===== src/design/vsau_pkg.sv =====
// vsau_pkg: shared types and constants for the video scroll address unit
// holds the event codes, the scroll state record and the result record
// no dependencies
package vsau_pkg;

  typedef enum logic [3:0] {
    MODE_CTRL   = 4'd0,
    MODE_SCROLL = 4'd1,
    MODE_ADDR   = 4'd2,
    MODE_STATUS = 4'd3,
    MODE_DATA   = 4'd4,
    MODE_INCX   = 4'd5,
    MODE_INCY   = 4'd6,
    MODE_COPYH  = 4'd7,
    MODE_COPYV  = 4'd8
  } vsau_mode_t;

  localparam logic [13:0] NT_BASE     = 14'h2000;
  localparam logic [13:0] ATTR_BASE   = 14'h23c0;
  localparam logic [14:0] STEP_ROW    = 15'd32;
  localparam logic [14:0] STEP_COL    = 15'd1;
  localparam logic [4:0]  COARSE_LAST = 5'd31;
  localparam logic [4:0]  ROW_LAST    = 5'd29;
  localparam logic [2:0]  FINE_LAST   = 3'd7;
  localparam logic [13:0] PLANE_HIGH  = 14'd8;

  // scroll registers: fine y 14:12, nametable 11:10, coarse y 9:5, coarse x 4:0
  typedef struct packed {
    logic [14:0] cur_addr;
    logic [14:0] tmp_addr;
    logic [2:0]  fine_x;
    logic        second_write;
    logic        step_by_row;
    logic        bg_table_high;
  } vsau_state_t;

  typedef struct packed {
    logic [13:0] access_address;
    logic [14:0] current_address;
    logic [13:0] nametable_address;
    logic [13:0] attribute_address;
    logic [12:0] pattern_low_address;
    logic [13:0] pattern_high_address;
    logic [2:0]  fine_x_out;
    logic        toggle_out;
  } vsau_result_t;

endpackage


===== src/design/vsau_step.sv =====
// vsau_step: next-state and fetch address logic for one event
// depends on vsau_pkg for the event codes, state and result records
module vsau_step import vsau_pkg::*; (
  input  logic [3:0]   mode,
  input  logic [7:0]   data_byte,
  input  logic [7:0]   tile_number,
  input  vsau_state_t  st,
  output vsau_state_t  st_nxt,
  output vsau_result_t res
);

  vsau_mode_t  mode_e;
  logic [14:0] y_next;
  logic [4:0]  row_cnt;
  logic [14:0] addr_full;
  logic [12:0] plo;

  assign mode_e    = vsau_mode_t'(mode);
  assign addr_full = {st.tmp_addr[14:8], data_byte};

  // vertical increment with nametable wrap at row 29
  always_comb begin
    y_next  = st.cur_addr;
    row_cnt = st.cur_addr[9:5];
    if (st.cur_addr[14:12] != FINE_LAST) begin
      y_next[14:12] = st.cur_addr[14:12] + 3'd1;
    end else begin
      y_next[14:12] = 3'd0;
      if (row_cnt == ROW_LAST) begin
        y_next[9:5] = 5'd0;
        y_next[11]  = ~st.cur_addr[11];
      end else if (row_cnt == COARSE_LAST) begin
        y_next[9:5] = 5'd0;
      end else begin
        y_next[9:5] = row_cnt + 5'd1;
      end
    end
  end

  always_comb begin
    st_nxt = st;
    unique case (mode_e)
      MODE_CTRL: begin
        st_nxt.tmp_addr[11:10] = data_byte[1:0];
        st_nxt.step_by_row     = data_byte[2];
        st_nxt.bg_table_high   = data_byte[4];
      end
      MODE_SCROLL: begin
        if (st.second_write) begin
          st_nxt.tmp_addr[14:12] = data_byte[2:0];
          st_nxt.tmp_addr[9:5]   = data_byte[7:3];
          st_nxt.second_write    = 1'b0;
        end else begin
          st_nxt.tmp_addr[4:0] = data_byte[7:3];
          st_nxt.fine_x        = data_byte[2:0];
          st_nxt.second_write  = 1'b1;
        end
      end
      MODE_ADDR: begin
        if (st.second_write) begin
          st_nxt.tmp_addr     = addr_full;
          st_nxt.cur_addr     = addr_full;
          st_nxt.second_write = 1'b0;
        end else begin
          st_nxt.tmp_addr[14:8] = {1'b0, data_byte[5:0]};
          st_nxt.second_write   = 1'b1;
        end
      end
      MODE_STATUS: begin
        st_nxt.second_write = 1'b0;
      end
      MODE_DATA: begin
        st_nxt.cur_addr = st.cur_addr + (st.step_by_row ? STEP_ROW : STEP_COL);
      end
      MODE_INCX: begin
        if (st.cur_addr[4:0] == COARSE_LAST) begin
          st_nxt.cur_addr[4:0] = 5'd0;
          st_nxt.cur_addr[10]  = ~st.cur_addr[10];
        end else begin
          st_nxt.cur_addr[4:0] = st.cur_addr[4:0] + 5'd1;
        end
      end
      MODE_INCY: begin
        st_nxt.cur_addr = y_next;
      end
      MODE_COPYH: begin
        st_nxt.cur_addr[10]  = st.tmp_addr[10];
        st_nxt.cur_addr[4:0] = st.tmp_addr[4:0];
      end
      MODE_COPYV: begin
        st_nxt.cur_addr[14:11] = st.tmp_addr[14:11];
        st_nxt.cur_addr[9:5]   = st.tmp_addr[9:5];
      end
      default: begin
      end
    endcase
  end

  // table select, tile and fine y occupy disjoint bits of the pattern address
  assign plo = {st_nxt.bg_table_high, tile_number, 1'b0, st_nxt.cur_addr[14:12]};

  always_comb begin
    res.access_address       = st.cur_addr[13:0];
    res.current_address      = st_nxt.cur_addr;
    res.nametable_address    = NT_BASE | {2'b00, st_nxt.cur_addr[11:0]};
    res.attribute_address    = ATTR_BASE | {2'b00, st_nxt.cur_addr[11:10], 4'd0,
                               st_nxt.cur_addr[9:7], st_nxt.cur_addr[4:2]};
    res.pattern_low_address  = plo;
    res.pattern_high_address = {1'b0, plo} + PLANE_HIGH;
    res.fine_x_out           = st_nxt.fine_x;
    res.toggle_out           = st_nxt.second_write;
  end

endmodule


===== src/design/video_scroll_address_unit.sv =====
// video_scroll_address_unit: scroll and address registers with fetch address outputs
// an accepted event's result reaches the output register in the next cycle; throughput is
// one event per cycle while in_stall is low, set by the single update path of the scroll
// registers; the output register is refilled in the cycle it is taken, so input stalls only
// while a result waits and out_stall is high; rst_n is synchronous, clears all but res_r
module video_scroll_address_unit import vsau_pkg::*; (
  input  logic        clk,
  input  logic        rst_n,
  input  logic        in_valid,
  output logic        in_stall,
  input  logic [3:0]  in_mode,
  input  logic [7:0]  in_data_byte,
  input  logic [7:0]  in_tile_number,
  output logic        out_valid,
  input  logic        out_stall,
  output logic [13:0] out_access_address,
  output logic [14:0] out_current_address,
  output logic [13:0] out_nametable_address,
  output logic [13:0] out_attribute_address,
  output logic [12:0] out_pattern_low_address,
  output logic [13:0] out_pattern_high_address,
  output logic [2:0]  out_fine_x_out,
  output logic        out_toggle_out
);

  vsau_state_t  state_r;
  vsau_state_t  state_nxt;
  vsau_result_t res_r;
  vsau_result_t res_nxt;
  logic         out_valid_r;
  logic         in_fire;

  vsau_step u_step (
    .mode        (in_mode),
    .data_byte   (in_data_byte),
    .tile_number (in_tile_number),
    .st          (state_r),
    .st_nxt      (state_nxt),
    .res         (res_nxt)
  );

  assign in_stall = out_valid_r & out_stall;
  assign in_fire  = in_valid & ~in_stall;

  always_ff @(posedge clk) begin
    if (!rst_n) begin
      state_r     <= '0;
      out_valid_r <= 1'b0;
    end else begin
      if (in_fire) begin
        state_r <= state_nxt;
      end
      if (in_fire) begin
        out_valid_r <= 1'b1;
      end else if (!out_stall) begin
        out_valid_r <= 1'b0;
      end
    end
  end

  // result payload, loaded with each accepted item
  always_ff @(posedge clk) begin
    if (in_fire) begin
      res_r <= res_nxt;
    end
  end

  assign out_valid                = out_valid_r;
  assign out_access_address       = res_r.access_address;
  assign out_current_address      = res_r.current_address;
  assign out_nametable_address    = res_r.nametable_address;
  assign out_attribute_address    = res_r.attribute_address;
  assign out_pattern_low_address  = res_r.pattern_low_address;
  assign out_pattern_high_address = res_r.pattern_high_address;
  assign out_fine_x_out           = res_r.fine_x_out;
  assign out_toggle_out           = res_r.toggle_out;

`ifndef ASSERT_OFF
  a_fire_gives_result: assert property (@(posedge clk) disable iff (!rst_n)
    in_fire |=> out_valid)
    else $error("accepted item produced no result");

  a_drain_empties: assert property (@(posedge clk) disable iff (!rst_n)
    out_valid && !out_stall && !in_fire |=> !out_valid)
    else $error("taken result was repeated");

  a_result_tracks_state: assert property (@(posedge clk) disable iff (!rst_n)
    out_valid |-> out_current_address == state_r.cur_addr
                  && out_fine_x_out == state_r.fine_x
                  && out_toggle_out == state_r.second_write)
    else $error("result does not match scroll registers");

  a_nametable_window: assert property (@(posedge clk) disable iff (!rst_n)
    out_valid |-> out_nametable_address[13:12] == 2'b10)
    else $error("nametable address outside its window");
`endif

endmodule

===== config.mk =====
export PLATFORM = sky130hd
export DESIGN_NAME = video_scroll_address_unit
export DESIGN_NICKNAME = d
export VERILOG_FILES = /design/src/design/vsau_pkg.sv /design/src/design/vsau_step.sv /design/src/design/video_scroll_address_unit.sv
export SDC_FILE = /design/constraint.sdc
export NUM_CORES = 1
export LEC_CHECK = 0
export BUFFER_PORTS_ARGS = -buffer_cell sky130_fd_sc_hd__buf_2
export CORE_UTILIZATION = 50
export DETAILED_ROUTE_END_ITERATION = 8
export GPL_TIMING_DRIVEN = 0
export PLACE_DENSITY = 0.82
export SYNTH_ARGS = -nofsm -noshare
export SYNTH_HDL_FRONTEND = slang
export SYNTH_HIERARCHICAL = 1
export SYNTH_SLANG_ARGS = --single-unit

===== constraint.sdc =====
create_clock -name clk -period 2.5 [get_ports clk]
set_clock_uncertainty 0.2 [all_clocks]
set_input_delay 0.25 -clock clk [delete_from_list [all_inputs] [get_ports clk]]
set_output_delay 0.25 -clock clk [all_outputs]
set_load 0.005 [all_outputs]

==> flow_summary.toml, run 1 <==
[outcome]
status = "complete, no violations"

[placement]
io_buffers = 102
place.gp.congestion = 0.938
hpwl_um = 11600
placedInstanceArea_um2 = 7420

[power_and_ir_drop]
power.internal_uw = 3970
ir_drop_mv = 0.346
power_leakage_uw = 0.00343
p_per_area_nw_per_um2 = 611
p_sw_uw = 1170
switching_share = 0.227
power_frac_seq = 0.461
clkPwrFrac = 0.429
combPwrFrac = 0.111

[clocking]
cts_tree = "built"
clk_latency_ps = 410
cts_num_sinks = 125
cts_made_buffers = 17
ctsRootBufferMaster = "clkbuf_16"
cts_buffer_depth = 2
clkSlewWorstSetupHoldPaths_ps = 50
h-tree-depth = 4

[synthesis]
synth_top_family_by_area = "buffers and inverters"
avgSynthCellArea_um2 = 10.6
muxShareOfSynthArea = 0.0676
async_reset_ff_frac = 0
synth_adder_area_share = 0.0188
ys_seq_elements = 125
synth_area_leaders = "edfxtp_1 40%, dfxtp_1 11%, buf_4 9.9%, nand2_1 5.7%, mux2i_1 5.4%"
synthCells = 627
synth_area_um2 = 6660
synthXorXnorAreaFrac = 0.00789
synth_compound_area_frac = 0.123
synth-simple-area-share = 0.134
ys.flop_type = "edfxtp_1"
ys_seq_area_frac = 0.508
yosys.area.top_type = "edfxtp_1"
synth_cell_types = 70
synth-edff-count = 88
ys_warn_count = 6
synth_top_area_share = 0.397

[layout]
design_area_um2 = 8400
regArea_um2 = 3410
multi_input_area_um2 = 2600
num-fill-cells = 991
fin_util = 0.655
diodes = 0
drive_gt1_frac = 0.392
layout_commonest_cell = "buf_2"
nets = 809
layout.cells.most_common_list = "122 x buf_2, 101 x nand2_1, 95 x buf_4, 88 x edfxtp_1, 36 x mux2i_1"
area_growth_pct = 26.2

[grt]
grt.busiest_layer = "met2"
grt_max_degree = 98
grt_overflow = 0
grt_pass1_wl_um = 26700
use_met3 = 0.0496
antenna_found_initial = 0
grt_pass1_vias = 5092
use_met1 = 0.317
use_met2 = 0.420
track_usage = 0.250

[setup_path]
path_class = "reg -> reg"
worstSetupStartpointType = "flop"
crit_path_cell_trace = "inv_1 -> ha_1 -> and3_2 -> a41o_1 -> buf_4 -> a211o_1 -> a41oi_4 -> buf_4 -> buf_4"
worstSetupEndpointType = "flop"
timing.rr.start = "state_r[1]"
r2r_end = "out_current_address[9]"
critPathMaxFanout = 5
cp_slowest_cell = "dfxtp_4"
slowest_delay_ps = 370
cp.arrival_ps = 2550
r2r_setup_slack_ps = 40
reg2regPathDepth = 9
required_ps = 2590
crit_top_cell = "buf_4"

[routing]
drt_iter0_markers = 516
ant_nets = 0
dr_total_vias = 5250
wirelength_um = 16800
remaining_drc_errors = 0
first_pass_iters = 8
post_drt_wl_per_cell_um = 17.5
routed_via_density = 5.47

[timing]
setup_viol = 0
period_needed_ps = 2460
slew_headroom = 0.581
tightest_slew_ps = 625
finalHoldViolations = 0
report.final.slew_viol_count = 0
rsz0062_at_grt = "yes"
fin_crit_sh = 0.984
max_freq_ghz = 0.406
setup-tns-final_ps = 0

[flow_run]
cap_viol_max_count = 0

[floorplanning]
die_x_um = 117
initial_utilization = 0.519
rows = 41
dieHeight_um = 117
dieArea_um2 = 13800
core_area_um2 = 12800
io_pins = 114

[min_path]
whs_endpoint = "out_valid"
hold_path_class = "in -> reg"
min_from = "out_stall"
holdPathStages = 3
[registers in the layout, indices dropped and copies added, names as in the netlist]
signal                    cells
out_current_address          15
out_pattern_low_address      13
out_nametable_address        14
out_valid                     1
out_access_address           14
out_toggle_out                1
out_attribute_address        14
state_r                      36
out_fine_x_out                3
out_pattern_high_address     14
[cells by family (layout without fill, tap and decap cells)]
family	Yosys count	after routing
AOI/OAI and AO/OA	118	118
xor gates and xnor gates	6	6
adders and majority gates	10	10
buffers and inverters	133	285
DFF	125	125
muxes	44	44
other	2	11
and+or+nand+nor	189	189
[worst max-delay path by stage]
stage / start / to / slack (ps) / cells after the start
floorplan: state_r[28] / out_current_address[7] / 110 / 9
global placement: state_r[28] / out_current_address[7] / -170 / 9
detailed placement: state_r[28] / state_r[28] / -250 / 11
CTS: state_r[26] / state_r[30] / -7 / 9
global route: state_r[1] / state_r[33] / -30 / 11
finish: state_r[1] / out_current_address[9] / 40 / 9
[synthesized netlist by cell type (4+ instances only)]
cell / count
a21oi_1: 20
a222oi_1: 5
a22oi_1: 10
a31oi_1: 4
and3_1: 6
buf_12: 4
buf_2: 21
buf_4: 88
clkbuf_1: 7
dfxtp_1: 37
edfxtp_1: 88
ha_1: 10
inv_1: 9
mux2_2: 8
mux2i_1: 36
nand2_1: 101
nand2b_1: 6
nand3_1: 9
nor2_1: 24
nor2b_1: 4
nor3_1: 9
o211ai_1: 8
o21a_1: 7
o21ai_0: 28
[layer usage]
metal	routed length (µm)	part of all wire
met1	6920	0.41
met2	8330	0.50
met3	1210	0.072
met4	336	0.020
met5	0	0
[worst max-delay path, delay by kind of cell (launching register included)]
family          cells  cell delay (ps)
buf+inv             4              490
flops               1              370
compound gates      3              830
simple gates        1              260
fa+ha+maj           1              200
[per-stage QoR]
| step | hold WS (ps) | power, µW | instances | setup WS, ps |
|---|---|---|---|---|
| global route | 46.8 | 5320 | 960 | -33.3 |
| floorplan | 174 | 2730 | 636 | 114 |
| detailed placement | 229 | 2930 | 910 | -247 |
| finish | 37.2 | 5130 | 960 | 39.0 |
| CTS | 23.3 | 5150 | 954 | -7.11 |
| global placement | 228 | 2910 | 910 | -166 |
[power by group through the flow]
stage	Combinational, µW	Clock, µW	Sequential (µW)
CTS	545	2240	2370
finish	568	2200	2360
floorplan	319	0	2410
global placement	510	0	2400
detailed placement	518	0	2410
global route	610	2340	2370
[timing repair]
action	CTS	global route
resized for setup	28	42
hold buffers	11	0
setup endpoints to repair	31	29
setup buffers	2	6
hold endpoints to repair	19	0
pin swaps	5	13
[cell type report]
| class | count | share of cell area |
|---|---|---|
| well taps | 172 | 0.0256 |
| plain buffers | 123 | 0.109 |
| flip-flops and latches | 125 | 0.406 |
| multi-input cells | 378 | 0.310 |
| clock buffers | 24 | 0.0550 |
| inverters | 9 | 0.00402 |
| clock inverters | 8 | 0.00834 |
| repair buffers | 121 | 0.0825 |
No activity file was read; power rests on OpenSTA's default activity.
==> run 2: changes to the inputs <==
--- a/config.mk
+++ b/config.mk
@@ -6,6 +6,7 @@
 export NUM_CORES = 1
 export LEC_CHECK = 0
 export BUFFER_PORTS_ARGS = -buffer_cell sky130_fd_sc_hd__buf_2
+export CORE_MARGIN = 10
 export CORE_UTILIZATION = 50
 export DETAILED_ROUTE_END_ITERATION = 8
 export GPL_TIMING_DRIVEN = 0
==> run 2 against run 1 <==
  * Die area rose by 33%
  * Sequential cell count unchanged
  * Combinational power down 2%
  * Worst setup slack improved by 34 ps
  * Clock power grew 5%
  * Sequential power about the same
  * Core utilization fell by 2.0 points
  * Non-clock buffer count fell by 5
  * Critical path depth rose by 1
  * Design area fell by 0.71%
  * First-iteration DRC count down 9.9%
  * Sequential share of layout area up 0.22 points
  * Largest power group unchanged
==> flow_summary.toml, run 2 (synthesis gave the netlist of run 1 again) <==
[floorplanning]
io_pins = 114
core_area_um2 = 13100
dieHeight_um = 135
die_x_um = 135
dieArea_um2 = 18300
rows = 42
initial_utilization = 0.507

[routing]
met2_length_um = 7590
wl_met1_um = 6480
route.met3.wl_um = 1630
wirelength_um = 16000
remaining_drc_errors = 0
ant_nets = 0
first_pass_iters = 6
dr_total_vias = 5106
drt_iter0_markers = 465
highest_layer = "met4"
routed_via_density = 5.32
post_drt_wl_per_cell_um = 16.7

[setup_path]
worstSetupEndpointType = "flop"
path_class = "reg -> reg"
crit_path_cell_trace = "ha_2 -> and3_1 -> ha_2 -> or3_1 -> nor2_1 -> nor4_2 -> o221ai_2 -> buf_4 -> nand2_1 -> mux2i_1"
worstSetupStartpointType = "flop"
crit_family = "simple AND/OR/NAND/NOR gates"
cp.arrival_ps = 2560
critPathMaxFanout = 7
cp_num_buf_inv = 1
slowest_delay_ps = 400
cp_slowest_cell = "or3_1"
crit_top_cell = "ha_2"
required_ps = 2630

[clocking]
cts_num_sinks = 125
clk_latency_ps = 410
cts_tree = "built"
ctsRootBufferMaster = "clkbuf_16"
cts_buffer_depth = 2
cts_made_buffers = 17
clkSlewWorstSetupHoldPaths_ps = 50
h-tree-depth = 4

[timing]
report.final.slew_viol_count = 0
tightest_slew_ps = 593
setup_viol = 0
finalHoldViolations = 0
fin_crit_sh = 0.971
max_freq_ghz = 0.412
slew_headroom = 0.603
fin_ws_ps = 73.1
period_needed_ps = 2430

[layout]
diodes = 0
drive_gt1_frac = 0.386
nets = 804
largest_reg_flops = 36
area_growth_pct = 25.3
num-fill-cells = 1026
fin_cells = 959
top_register = "state_r"
layout.cells.most_common_list = "121 x buf_2, 101 x nand2_1, 92 x buf_4, 88 x edfxtp_1, 36 x mux2i_1"
layout_commonest_cell = "buf_2"

[grt]
grt_overflow = 0
grt_max_degree = 98
grt_pass1_vias = 4716
antenna_found_initial = 0
grt_pass1_wl_um = 24800
track_usage = 0.170

[power_and_ir_drop]
p_per_area_nw_per_um2 = 626
ir_drop_mv = 0.430
power_leakage_uw = 0.00340

[outcome]
status = "complete, no violations"

[placement]
preCtsSetupSlack_ps = -217
place_inst = 914
hpwl_um = 11300
io_buffers = 102
place.gp.congestion = 0.981

[flow_run]
cap_viol_max_count = 0

[min_path]
hold_path_class = "in -> reg"
-- run 2: cell type report --
cell class | count | area [µm²] | share of cell area
buffer | 123 | 915 | 0.110
multi-input combinational | 378 | 2570 | 0.308
clock buffer | 23 | 458 | 0.0549
timing repair buffer | 116 | 641 | 0.0768
sequential | 125 | 3400 | 0.408
clock inverter | 9 | 98.8 | 0.0119
inverter | 9 | 33.8 | 0.00405
tap | 176 | 220 | 0.0264
-- run 2: worst reg2reg max path: stages (launching register included) --
cell and delay, ps:
dfxtp_4 360, ha_2 190, and3_1 180, ha_2 210
or3_1 410, nor2_1 130, nor4_2 70, o221ai_2 250
buf_4 150, nand2_1 50, mux2i_1 150
-- run 2: report_power, final --
group / total (µW) / switching, µW / internal (µW)
Clock: 2310 / 826 / 1480
Combinational: 556 / 299 / 256
Sequential: 2360 / 36.1 / 2330
Total: 5220 / 1160 / 4060
-- run 2: through the flow --
stage	hold slack (ps)	instance area, µm²	util	power (µW)	setup TNS (ps)
after floorplan	174	6690	-	2730	0
after global placement	228	7420	0.565	2910	-1560
after detailed placement	229	7420	0.565	2920	-2570
after CTS	6.94	8140	0.620	5260	-27.3
after global routing	44.1	8340	0.635	5440	-48.8
final	19.4	8340	0.635	5220	0
-- run 2: final timing paths --
path                                  start          end  slack, ps  depth (start not counted)
worst min-delay path              out_stall    out_valid         20                          3
worst max-delay path            state_r[21]  state_r[24]         70                         10
worst max register to register  state_r[21]  state_r[24]         70                         10
worst min register to register   state_r[3]   state_r[3]        260                          2
-- run 2: repair_timing --
item,CTS,global route
gates cloned,0,0
setup endpoints to repair,31,34
buffers inserted,1,3
pin swaps,3,9
gates resized for setup,18,44
hold buffers,10,0
hold endpoints to repair,19,0
-- run 2: routing by layer --
metal,global-route usage,up-vias
li1,-,2447
met1,0.208,2383
met2,0.273,247
met3,0.0582,29
met4,0.0628,0
met5,0,-
==> run 3: changes to the inputs <==
--- a/config.mk
+++ b/config.mk
@@ -5,6 +5,7 @@
 export SDC_FILE = /design/constraint.sdc
 export NUM_CORES = 1
 export LEC_CHECK = 0
+export ABC_AREA = 1
 export BUFFER_PORTS_ARGS = -buffer_cell sky130_fd_sc_hd__buf_2
 export CORE_MARGIN = 10
 export CORE_UTILIZATION = 50
==> run 3 against run 2 <==
  * Global-route usage is 3.1 points higher
  * Synthesized cell count is 30% higher
  * Largest cell class unchanged
  * Critical path type unchanged
  * Core utilization is 0.51 points lower
  * Cell count is 19% higher
  * Synthesized area is 4.2% higher
==> flow_summary.toml, run 3 <==
[routing]
wirelength_um = 19000
first_pass_iters = 5
wl_met1_um = 7430
routed_via_density = 5.22
met2_length_um = 8870
route.met3.wl_um = 2170
drt_iter0_markers = 542
highest_layer = "met4"
ant_nets = 0
remaining_drc_errors = 0
dr_total_vias = 5981
post_drt_wl_per_cell_um = 16.6

[synthesis]
ys_seq_elements = 125
ys_seq_area_frac = 0.488
ys.flop_type = "edfxtp_1"
async_reset_ff_frac = 0
synth_cell_types = 43
avgSynthCellArea_um2 = 8.52
synth-edff-count = 88
yosys.area.top_type = "edfxtp_1"
synthCells = 814
synth_area_um2 = 6940
synth_area_leaders = "edfxtp_1 38%, dfxtp_1 11%, buf_4 9.8%, nand2_1 8.3%, nand3_1 6.1%"
ys_warn_count = 6
synth_top_area_share = 0.381
synth_common_cells = "154 x nand2_1, 91 x buf_4, 88 x edfxtp_1"
synth.most_common_cell = "nand2_1"

[grt]
grt_pass1_vias = 5688
grt_overflow = 0
antenna_found_initial = 0
track_usage = 0.202
grt_pass1_wl_um = 29500
grt_max_degree = 38

[layout]
nets = 990
design_area_um2 = 8440
drive_gt1_frac = 0.307
top_register = "state_r"
layout.cells.most_common_list = "152 x nand2_1, 125 x buf_2, 92 x buf_4, 88 x edfxtp_1, 82 x nor2_1"
area_growth_pct = 21.6
num-fill-cells = 1171
diodes = 0
fin_util = 0.630
fin_cells = 1145
largest_reg_flops = 36
layout_commonest_cell = "nand2_1"

[min_path]
min_from = "in_valid"
hold_path_class = "in -> reg"

[clocking]
h-tree-depth = 4
cts_made_buffers = 17
ctsRootBufferMaster = "clkbuf_16"
cts_buffer_depth = 2
cts_tree = "built"
cts_num_sinks = 125
clk_latency_ps = 420
clkSlewWorstSetupHoldPaths_ps = 50

[placement]
io_buffers = 102
place_inst = 1103
hpwl_um = 13800
preCtsSetupSlack_ps = -141
placedInstanceArea_um2 = 7760
place.gp.congestion = 1.01

[setup_path]
timing.rr.start = "state_r[2]"
cp_slowest_cell = "clkbuf_1"
crit_top_cell = "buf_2"
cp.arrival_ps = 2530
required_ps = 2650
startpoint = "state_r[2]"
worstSetupStartpointType = "flop"
worstSetupEndpointType = "flop"
crit_family = "buffers and inverters"
path_class = "reg -> reg"
r2r_setup_slack_ps = 130
critPathMaxFanout = 10
crit_path_cell_trace = "buf_2 -> buf_2 -> clkbuf_1 -> o21ai_0 -> o21ai_1 -> buf_4 -> inv_1 -> nand3_1 -> nand2_1 -> nor2_1"
slowest_delay_ps = 460
cp_num_buf_inv = 5

[timing]
tightest_slew_ps = 540
setup-tns-final_ps = 0
max_freq_ghz = 0.421
report.final.slew_viol_count = 0
fin_ws_ps = 126
fin_crit_sh = 0.950
slew_headroom = 0.639
period_needed_ps = 2370
finalHoldViolations = 0
setup_viol = 0

[power_and_ir_drop]
power_leakage_uw = 0.00381
p_per_area_nw_per_um2 = 665
ir_drop_mv = 0.374

[outcome]
status = "complete, no violations"

[floorplanning]
initial_utilization = 0.518
die_x_um = 138
core_area_um2 = 13400
io_pins = 114
dieHeight_um = 138
dieArea_um2 = 19000
rows = 42

[flow_run]
cap_viol_max_count = 0
run 3: path summary, 6_finish.rpt:
check,end,depth (start not counted)
worst max register to register,state_r[2],10
worst min-delay path,state_r[29],4
worst min register to register,state_r[4],2
worst max-delay path,state_r[2],10
run 3: cell type report:
class / count / area [µm²] / area share
Multi-Input combinational cell: 487 / 2420 / 0.287
Clock inverter: 13 / 101 / 0.0120
Sequential cell: 125 / 3390 / 0.402
Tap cell: 176 / 220 / 0.0261
Buffer: 125 / 902 / 0.107
Clock buffer: 19 / 433 / 0.0513
Inverter: 86 / 325 / 0.0385
Timing Repair Buffer: 114 / 648 / 0.0768
run 3: tightest hold or removal path, stage by stage:
cell and delay (ps):
buf_4 190, nand3_1 100, nand2_1 60, nor2_1 30
run 3: cell families (layout without fill, tap and decap cells):
group           Yosys count  after routing  share of synthesized area
fa+ha+maj                10             10                     0.0180
simple gates            351            351                      0.220
compound gates          113            113                     0.0947
flops                   125            125                      0.488
xor+xnor                  2              2                    0.00253
other cells               2             11                    0.00108
buf+inv                 211            357                      0.176
run 3: timing repair:
action,CTS,global route
buffers inserted,0,1
resized for setup,5,14
setup endpoints to repair,7,21
hold endpoints to repair,22,0
pin swaps,1,2
hold buffers,9,0
run 3: routing by layer:
metal  vias to the layer above  track usage
met3                        47       0.0484
li1                       2880            -
met1                      2768        0.247
met2                       286        0.329
met5                         -            0
met4                         0       0.0921
run 3: stage by stage:
stage / hold WS (ps) / power, µW
floorplan: 228 / 3100
CTS: 35.6 / 5630
detailed placement: 230 / 3400
finish: 57.7 / 5610
global placement: 228 / 3360
global route: 59.2 / 5850
run 3: where the power goes:
| group | total [µW] | switching [µW] | internal [µW] |
|---|---|---|---|
| clock network | 2220 | 874 | 1340 |
| logic | 890 | 485 | 404 |
| registers | 2500 | 90.5 | 2410 |
